**src/rtl/core/ttcr_div_pipe.sv**
```systemverilog
// Restoring divider, one quotient bit per stage. The starting remainder
// must be below the divisor; the divisor must hold while words are in flight.
module ttcr_div_pipe #(
  parameter int N      = 28,
  parameter int DIV_W  = 7,
  parameter int SIDE_W = 1
) (
  input  logic              clk,
  input  logic              rst,
  input  logic              in_valid,
  input  logic [DIV_W-1:0]  in_rem,
  input  logic [N-1:0]      in_dividend,
  input  logic [SIDE_W-1:0] in_side,
  input  logic [DIV_W-1:0]  divisor,
  output logic              out_valid,
  output logic [N-1:0]      out_quot,
  output logic [SIDE_W-1:0] out_side
);

  logic              vld  [N];
  logic [DIV_W-1:0]  rem  [N];
  logic [N-1:0]      work [N];
  logic [SIDE_W-1:0] side [N];

  for (genvar i = 0; i < N; i++) begin : g_stage
    logic              vld_prev;
    logic [DIV_W-1:0]  rem_prev;
    logic [N-1:0]      work_prev;
    logic [SIDE_W-1:0] side_prev;
    logic [DIV_W:0]    trial;
    logic [DIV_W:0]    diff;
    logic              fits;

    if (i == 0) begin : g_first
      assign vld_prev  = in_valid;
      assign rem_prev  = in_rem;
      assign work_prev = in_dividend;
      assign side_prev = in_side;
    end else begin : g_rest
      assign vld_prev  = vld[i-1];
      assign rem_prev  = rem[i-1];
      assign work_prev = work[i-1];
      assign side_prev = side[i-1];
    end

    // shift in the next dividend bit, subtract when it fits
    assign trial = {rem_prev, work_prev[N-1]};
    assign diff  = trial - {1'b0, divisor};
    assign fits  = (trial >= {1'b0, divisor});

    always_ff @(posedge clk) begin
      if (rst) begin
        vld[i] <= 1'b0;
      end else begin
        vld[i] <= vld_prev;
      end
      rem[i]  <= fits ? diff[DIV_W-1:0] : trial[DIV_W-1:0];
      work[i] <= {work_prev[N-2:0], fits};
      side[i] <= side_prev;
    end
  end

  assign out_valid = vld[N-1];
  assign out_quot  = work[N-1];
  assign out_side  = side[N-1];

  a_rem_below_divisor: assert property (@(posedge clk) disable iff (rst)
    out_valid |-> (rem[N-1] < divisor))
    else $error("divider remainder not below divisor");

  a_divisor_nonzero: assert property (@(posedge clk) disable iff (rst)
    in_valid |-> (divisor != '0))
    else $error("divider fed a zero divisor");

  a_latency: assert property (@(posedge clk) disable iff (rst)
    out_valid |-> $past(in_valid, N))
    else $error("divider output word without matching input");

endmodule

```
**config.mk**
```make
export PLATFORM = sky130hd
export DESIGN_NAME = ttcr_div_pipe
export DESIGN_NICKNAME = d
export VERILOG_FILES = /design/src/rtl/core/ttcr_div_pipe.sv
export SDC_FILE = /design/constraint.sdc
export NUM_CORES = 1
export LEC_CHECK = 0
export CAP_MARGIN = 30
export CORE_MARGIN = 5
export CORE_UTILIZATION = 50
export CTS_CLUSTER_SIZE = 16
export DETAILED_ROUTE_END_ITERATION = 6
export DONT_BUFFER_PORTS = 1
export PLACE_DENSITY = 0.68
export SYNTH_ARGS = -nofsm -noshare
export SYNTH_HDL_FRONTEND = slang
export SYNTH_SLANG_ARGS = --single-unit
```
**constraint.sdc**
```tcl
create_clock -name clk -period 3.7 [get_ports clk]
set_input_delay 0 -clock clk [delete_from_list [all_inputs] [get_ports clk]]
set_output_delay 0 -clock clk [all_outputs]
set_load 0.02 [all_outputs]
```
==> impl_metrics.tcl, run 1 <==
set metrics [dict create \
    grt_pass1_vias 18100 \
    slew_headroom_pct 43.6 \
    worst_path_most_repeated_cell "dlygate4sd3_1" \
    portBuffers 0 \
    die-area_um2 70400 \
    synth_top_area_share_pct 63.2 \
    core_area_um2 64500 \
    synth_seq_cells 1029 \
    path_cells "dlygate4sd3_1, inv_1, ha_1, fa_1, nand2b_1, a21oi_1, nand3b_1, a311o_1, mux2_4, dlygate4sd3_1" \
    post_cts_resize_count 0 \
    synth_most_common_cell "dfxtp_1" \
    grt_setup_unrepaired "false" \
    setup_viol 0 \
    clock.fmax_ghz 0.379 \
    grt_overflow 0 \
    synth_common_cells "1029 x dfxtp_1, 202 x nor2_1, 196 x ha_1" \
    hold_path.class "input pin to register" \
    num-fill-cells 5047 \
    dieWidth_um 265 \
    worst_clock_skew_ns 0.0186 \
    drt-initial-drc-count 963 \
    grt_pass1_wl_mm 86.9 \
    drc 0 \
    num-nets-final 2965 \
    clkLatencyLatePin_ns 0.65 \
    cts_tree "yes" \
    cts_setup_buffers 0 \
    dp_hpwl_mm 32.6 \
    cp_max_fo 8 \
    synth.area.top_cells "dfxtp_1 63%, ha_1 7.5%, mux2_4 3.7%" \
    switching_share_pct 29.0 \
    peakVddDrop_mv 0.461 \
    cts_buffers 98 \
    worstSetupEndpointType "register" \
    use_met1_pct 19.0 \
    finalPower_mw 36.8 \
    vias_per_cell 4.94 \
    required_ns 4.23 \
    clock_tree.root_cell "clkbuf_16" \
    p_sw_mw 10.7 \
    syn_area_um2 32600 \
    seqPwrFrac_pct 42.1 \
    drv_slew 0 \
    path_delay_family "buffers and inverters" \
    cp_slowest_cell "dlygate4sd3_1" \
    start_kind "input pin" \
    grt_max_degree 29 \
    drv_cap 0 \
    start_util_pct 50.5 \
    clock_path_buffers 3 \
    tightest_slew_ns 0.843 \
    asyncSetResetFlopFracSynth_pct 0 \
    pre_cts_ws_ns 1.27 \
    grt_antenna_before_repair 2 \
    worst_path_largest_cell_delay_ns 0.56 \
    clock_power_share_pct 28.7 \
    cts_sinks 1029 \
    cts-htree-levels 3 \
    synth.distinct_cells 46 \
    leakage_nw 16.4 \
    p_per_area_nw_per_um2 971 \
    wire_per_inst_um 14.2 \
    routabilityCongestion 0.813 \
    synth_edf_count 0 \
    syn_nets 2797 \
    tns_ns 0 \
    grt_usage_pct 14.7 \
    critPathArrivalTime_ns 3.17 \
    ant_nets 0 \
    p_int_mw 26.2 \
    period_needed_ns 2.64 \
    synth_area_per_cell_um2 12.9 \
    die_y_um 265 \
    firstDrtPassIters 5 \
    timing_hold_violations_final 0 \
    status "completed" \
    setup_slack_ns 1.06 \
    ios 76 \
    combPwrFrac_pct 29.1 \
    routed_wl_mm 51.8 \
    timing_worst_setup_path_type "input pin to register" \
    post-route-period-util_pct 71.4 \
    grt-busiest-layer "met2" \
    yosysWarnings 0 \
    clk_pin_slew_ns 0.06 \
    area.growth.synth_to_final_pct 16.4 \
    synthFlopType "dfxtp_1" \
    drive_gt1_share_pct 11.6 \
    yosysTopAreaCell "dfxtp_1" \
    grt_use_met2_pct 24.2 \
    seq_area_frac_synth_pct 63.2 \
    vias 17900 \
    crit_buf_inv 3 \
    grt_util_met3_pct 3.49 \
    placementRows 93 \
    final_util_pct 58.8 \
    synth_cells 2528 \
]
[flip-flops by register name, indices dropped and copies added, names as in the netlist]
| signal | cells |
|---|---|
| vld | 28 |
| rem | 189 |
| work | 784 |
| side | 28 |
[layer usage]
layer	up-vias	part of all wire, %
met5	-	0.039
met2	300	46
met1	8333	46
met4	2	2.7
met3	109	4.6
li1	9195	-
[repair_timing]
action | in CTS | in global routing
endpoints found under the hold margin | 144 | 0
hold buffers | 80 | 0
endpoints found under the setup margin | 0 | 0
[path summary, 6_finish.rpt]
path | startpoint | end | slack [ns] | depth (start not counted)
setup / recovery | in_dividend[27] | rem[0][3] | 1.06 | 10
hold / removal | divisor[0] | work[27][0] | 0.05 | 6
setup reg to reg | work[6][27] | rem[0][53] | 1.25 | 8
hold reg to reg | work[23][17] | work[24][18] | 0.31 | 0
[through the flow]
stage	hold slack [ns]	instance area [µm²]	std cells
after global routing	0.0837	37900	3632
after floorplan	0.0277	32600	2528
after global placement	0.0278	33500	3370
final	0.0458	37900	3632
after CTS	0.0183	37900	3630
after detailed placement	0.0278	33500	3371
[final cells by class]
class	count	area (µm²)	area share (%)
antenna	2	5.00	0.0132
clock buffer	133	2790	7.36
clock inverter	46	764	2.02
inverter	115	432	1.14
multi-input combinational	1366	11400	30.0
sequential	1029	20600	54.3
tap	855	1070	2.82
timing repair buffer	86	906	2.39
[placed cells by master, fill, tap and decap left out, types with 30 or more instances in the layout]
master and count:
a311o_1 32, nand2b_1 38, nand3b_1 30, nand2_1 38
mux2_4 80, clkbuf_16 98, nor2b_1 56, inv_1 103
dfxtp_1 1029, ha_1 196, mux2i_1 80, nor2_1 202
o2111ai_1 48, dlygate4sd3_1 78, o21ai_0 91, mux2_1 50
a21oi_1 75, nor3_1 61
[power groups by stage]
stage               Combinational (mW)  Sequential, mW  Clock (mW)
floorplan                         9.09            15.3           0
global placement                  10.1            15.7           0
detailed placement                10.5            15.8           0
CTS                               10.7            15.6        10.9
global route                      12.0            15.9        11.4
finish                            10.7            15.5        10.6
[cells by family after synthesis]
logic type	count (synthesis)	share of synthesized area, %
flip-flops	1029	63.2
AND/OR/NAND/NOR	556	9.39
AO/OA/AOI/OAI	344	7.52
adder cells (fa/ha/maj)	223	9.19
multiplexers	215	8.05
buffers and inverters	133	1.88
XOR/XNOR	28	0.753
[worst min-delay path: cells and delay by family]
family,cells,cell delay (ns)
AOI/OAI and AO/OA,4,0.44
adders and majority gates,1,0.11
and+or+nand+nor,1,0.09
No activity file was read; power rests on OpenSTA's default activity.
==> run 2, diff against run 1 <==
clock period = 2.7 ns   (was 3.7 ns; I/O delays follow)
==> run 2 against run 1 <==
  * Flip-flop and latch count unchanged
  * Cell count about the same
  * Clock-buffer cell count up 5
  * Worst setup slack worse by 0.96 ns
  * Die area unchanged
  * Register-to-register slack worse by 0.96 ns
  * Critical path type unchanged
  * Largest power group unchanged
  * Highest routed layer is now met4
==> impl_metrics.tcl, run 2 (synthesized netlist as in run 1, its figures left out) <==
set metrics [dict create \
    leakage_nw 16.3 \
    tns_ns 0 \
    post-route-period-util_pct 96.4 \
    worst_path_largest_cell_delay_ns 0.55 \
    final_common_cell "dfxtp_1" \
    largest-register "work" \
    timing_hold_violations_final 0 \
    cts_sinks 1029 \
    drv_slew 0 \
    path_delay_family "buffers and inverters" \
    drt-initial-drc-count 781 \
    die_y_um 265 \
    grt_pass1_wl_mm 85.4 \
    portBuffers 0 \
    setup_viol 0 \
    cp_slowest_cell "dlygate4sd3_1" \
    clock.fmax_ghz 0.384 \
    grt_usage_pct 14.4 \
    hold_depth 2 \
    critPathArrivalTime_ns 3.11 \
    clock_power_share_pct 27.5 \
    crit_cells 10 \
    design_area_um2 37700 \
    ant_nets 0 \
    cp_max_fo 8 \
    wire_per_inst_um 14.1 \
    p_sw_mw 14.5 \
    p_per_area_nw_per_um2 1310 \
    final_cell_mix "1029 x dfxtp_1, 202 x nor2_1, 196 x ha_1" \
    clock_tree.root_cell "clkbuf_16" \
    firstDrtPassIters 7 \
    routabilityCongestion 0.811 \
    timing_worst_setup_path_type "input pin to register" \
    ios 76 \
    area.growth.synth_to_final_pct 15.7 \
    clock_path_buffers 3 \
    cts_tree "yes" \
    drive_gt1_share_pct 11.5 \
    crit_buf_inv 3 \
    largest_reg_flops 784 \
    core_area_um2 64500 \
    tightest_slew_ns 0.907 \
    drv_cap 0 \
    num-nets-final 2961 \
    required_ns 3.21 \
    placed_cells 3372 \
    grt_setup_unrepaired "false" \
    start_kind "input pin" \
    post_cts_resize_count 0 \
    grt_antenna_before_repair 2 \
    slew_headroom_pct 39.4 \
    dieWidth_um 265 \
    placed_area_um2 33600 \
    dp_hpwl_mm 32.2 \
    routed_wl_mm 51.1 \
    drc 0 \
    clkLatencyLatePin_ns 0.63 \
    cts-htree-levels 3 \
    seqPwrFrac_pct 43.0 \
    start_util_pct 50.5 \
    rr_worst_depth 8 \
    combPwrFrac_pct 29.5 \
    cts_buffers 96 \
    switching_share_pct 29.2 \
    peakVddDrop_mv 0.573 \
    top_regs "work x784, rem x189" \
    worst_path_most_repeated_cell "dlygate4sd3_1" \
    clk_pin_slew_ns 0.06 \
    grt_overflow 0 \
    worstSetupEndpointType "register" \
    status "completed" \
    vias_per_cell 4.94 \
    period_needed_ns 2.60 \
    grt_max_degree 29 \
    hold_path.class "input pin to register" \
    p_int_mw 35.0 \
    die-area_um2 70400 \
    worst_clock_skew_ns 0.0173 \
    grt_pass1_vias 17800 \
    vias 17900 \
    path_cells "dlygate4sd3_1, inv_1, ha_1, fa_1, nand2b_1, a21oi_1, nand3b_1, a311o_1, mux2_4, dlygate4sd3_1" \
    placementRows 93 \
    fin_cells 3631 \
]
run 2: metal layers:
metal / share of wire [%] / wire [µm] / track usage, %
met4: 3.0 / 1530 / 6.01
met5: 0 / 0 / 0
met1: 47 / 24000 / 19.0
met3: 4.4 / 2230 / 3.22
met2: 46 / 23400 / 23.3
run 2: metrics by stage:
stage	utilization, %	power [mW]	worst slack [ns]	hold slack (ns)
after global routing	58.5	52.8	0.00159	0.0596
final	58.5	49.5	0.0970	0.0531
after global placement	52.1	35.4	0.404	0.0278
after detailed placement	52.1	36.0	0.321	0.0278
after floorplan	-	33.4	0.601	0.0277
after CTS	58.5	50.1	0.128	0.0183
run 2: layout make-up:
type	instances	area [µm²]
inverter	115	432
tap	855	1070
multi-input combinational	1366	11400
clock buffer	138	2810
timing repair buffer	84	908
clock inverter	43	503
antenna	1	2.50
fill	5149	26800
sequential	1029	20600
run 2: timing repair:
item,in CTS,in global routing
hold endpoints to repair,142,0
setup endpoints to repair,0,0
hold buffers,77,0
setup buffers,0,0
run 2: final timing paths:
kind                                endpoint            start  slack (ns)
worst min register to register  work[25][22]     work[24][21]        0.31
worst max register to register    rem[0][20]      work[1][27]        0.29
worst max-delay path               rem[0][6]  in_dividend[27]         0.1
worst min-delay path               vld[0][0]         in_valid        0.05
run 2: power by group through the flow:
stage / logic [mW] / clock network, mW / registers [mW]
after global routing: 16.3 / 14.7 / 21.8
after detailed placement: 14.4 / 0 / 21.7
after global placement: 13.8 / 0 / 21.6
after floorplan: 12.5 / 0 / 21.0
final: 14.6 / 13.6 / 21.3
after CTS: 14.6 / 14.1 / 21.4
run 2: worst reg2reg max path, cell delays in order (launching register included):
cell	delay [ns]
dfxtp_1	0.30
inv_1	0.05
ha_1	0.20
fa_1	0.41
nand2b_1	0.19
a21oi_1	0.16
nand3b_1	0.15
a311o_1	0.50
mux2_4	0.35
==> run 3, diff against run 2 <==
CORE_ASPECT_RATIO = 1.25   (was default)
==> run 3 against run 2 <==
  * Clock skew down 0.0026 ns
  * Worst hold slack better by 0.016 ns
  * Design area down 0.43%
  * Maximum frequency is 7.2% higher
  * Critical path type unchanged
  * Sequential share of layout area up 0.24 points
  * Largest cell class unchanged
  * Flip-flop and latch count is the same
  * Critical endpoint is now rem[0][2]
==> impl_metrics.tcl, run 3 (synthesized netlist as in run 1, its figures left out) <==
set metrics [dict create \
    largest-register "work" \
    reg2reg_from "work[2][27]" \
    holdPathEnd "rem[0][5]" \
    ant_nets 0 \
    clk_pin_slew_ns 0.07 \
    slew_headroom_pct 39.8 \
    clock.fmax_ghz 0.412 \
    rr_worst_depth 8 \
    routabilityCongestion 0.803 \
    drv_cap 0 \
    diodes 0 \
    worst_clock_skew_ns 0.0147 \
    core_area_um2 64500 \
    start_util_pct 50.5 \
    leakage_nw 16.2 \
    hold_path.class "input pin to register" \
    placementRows 104 \
    worstSetupEndpointType "register" \
    top_regs "work x784, rem x189" \
    cts_buffers 92 \
    cts_setup_buffers 0 \
    cts_sinks 1029 \
    p_per_area_nw_per_um2 1310 \
    hp-start "in_rem[0]" \
    tns_ns 0 \
    clkLatencyLatePin_ns 0.62 \
    r2r_setup_slack_ns 0.30 \
    cp_max_fo 8 \
    vias_per_cell 5.02 \
    dieWidth_um 238 \
    final_util_pct 58.2 \
    final_cell_mix "1029 x dfxtp_1, 202 x nor2_1, 196 x ha_1" \
    grt_overflow 0 \
    required_ns 3.22 \
    hold_depth 4 \
    clock_tree.root_cell "clkbuf_16" \
    drt-initial-drc-count 622 \
    wire_per_inst_um 14.4 \
    firstDrtPassIters 5 \
    status "completed" \
    largest_reg_flops 784 \
    grt_antenna_before_repair 1 \
    vias 18100 \
    tightest_slew_ns 0.899 \
    drive_gt1_share_pct 11.3 \
    area.growth.synth_to_final_pct 15.2 \
    drc 0 \
    clock_path_buffers 3 \
    grt_setup_unrepaired "false" \
    die-area_um2 70400 \
    ios 76 \
    timing.rr.end "rem[0][24]" \
    start_kind "input pin" \
    grt_usage_pct 14.9 \
    routed_wl_mm 51.9 \
    grt_pass1_vias 18500 \
    period_needed_ns 2.43 \
    timing_worst_setup_path_type "input pin to register" \
    final_common_cell "dfxtp_1" \
    dp_hpwl_mm 33.0 \
    num-nets-final 2957 \
    timing_hold_violations_final 0 \
    fin_cells 3611 \
    grt_pass1_wl_mm 87.4 \
    critPathArrivalTime_ns 2.95 \
    setup_viol 0 \
    die_y_um 295 \
    startpoint "in_dividend[27]" \
    cts-htree-levels 3 \
    portBuffers 0 \
    placed_cells 3365 \
    drv_slew 0 \
    cts_tree "yes" \
    post-route-period-util_pct 89.9 \
    peakVddDrop_mv 0.651 \
    grt_max_degree 29 \
]
run 3: cell count changes in the layout (fill, tap and decap cells not counted), moves of 2 or more:
cell       change
bufinv_16      +2
clkbuf_16      -6
clkbuf_1       -6
clkbuf_8       -9
clkinv_8       +2
clkinv_4       +3
run 3: stage by stage:
stage / hold WS, ns / instance area (µm²) / power (mW) / worst slack [ns]
finish: 0.0695 / 37500 / 49.1 / 0.272
floorplan: 0.0277 / 32600 / 33.4 / 0.601
global placement: 0.0278 / 33600 / 35.4 / 0.402
CTS: 0.0112 / 37500 / 49.6 / 0.155
global route: 0.0512 / 37500 / 52.4 / 0.129
detailed placement: 0.0278 / 33600 / 36.1 / 0.313
run 3: area by class of cell:
| cell class | count | area (µm²) |
|---|---|---|
| Fill cell | 5206 | 27000 |
| Sequential cell | 1029 | 20600 |
| Multi-Input combinational cell | 1366 | 11400 |
| Clock buffer | 117 | 2520 |
| Tap cell | 848 | 1060 |
| Timing Repair Buffer | 84 | 921 |
| Clock inverter | 52 | 636 |
| Inverter | 115 | 432 |
run 3: worst max-delay path by stage:
stage	to	slack [ns]	depth (start not counted)
after CTS	rem[0][2]	0.15	10
final	rem[0][2]	0.27	10
after global placement	rem[1][66]	0.40	8
after detailed placement	rem[0][24]	0.31	8
after global routing	rem[0][60]	0.13	8
after floorplan	rem[1][44]	0.60	8
run 3: what timing repair did:
item,CTS,global route
resized for setup,0,1
endpoints found under the setup margin,0,2
hold buffers,77,0
endpoints found under the hold margin,142,0
run 3: worst max-delay path, cell delays in order:
cell and delay [ns]:
dlygate4sd3_1 0.53, inv_1 0.08, ha_1 0.24, fa_1 0.39, nand2b_1 0.19, a21oi_1 0.18
nand3b_1 0.13, a311o_2 0.34, mux2_4 0.32, dlygate4sd3_1 0.55
run 3: routing by layer:
| layer | GRT usage (%) | up-vias | wire length, µm |
|---|---|---|---|
| li1 | - | 9176 | - |
| met1 | 17.1 | 8456 | 21800 |
| met2 | 26.9 | 345 | 26400 |
| met3 | 3.12 | 138 | 2110 |
| met4 | 5.96 | 0 | 1640 |
| met5 | 0 | - | 0 |
run 3: report_power, final:
part	switching (mW)	internal (mW)	leakage (nW)
Sequential	1.69	19.6	8.65
Clock	5.48	7.65	1.54
Combinational	7.31	7.39	6.02
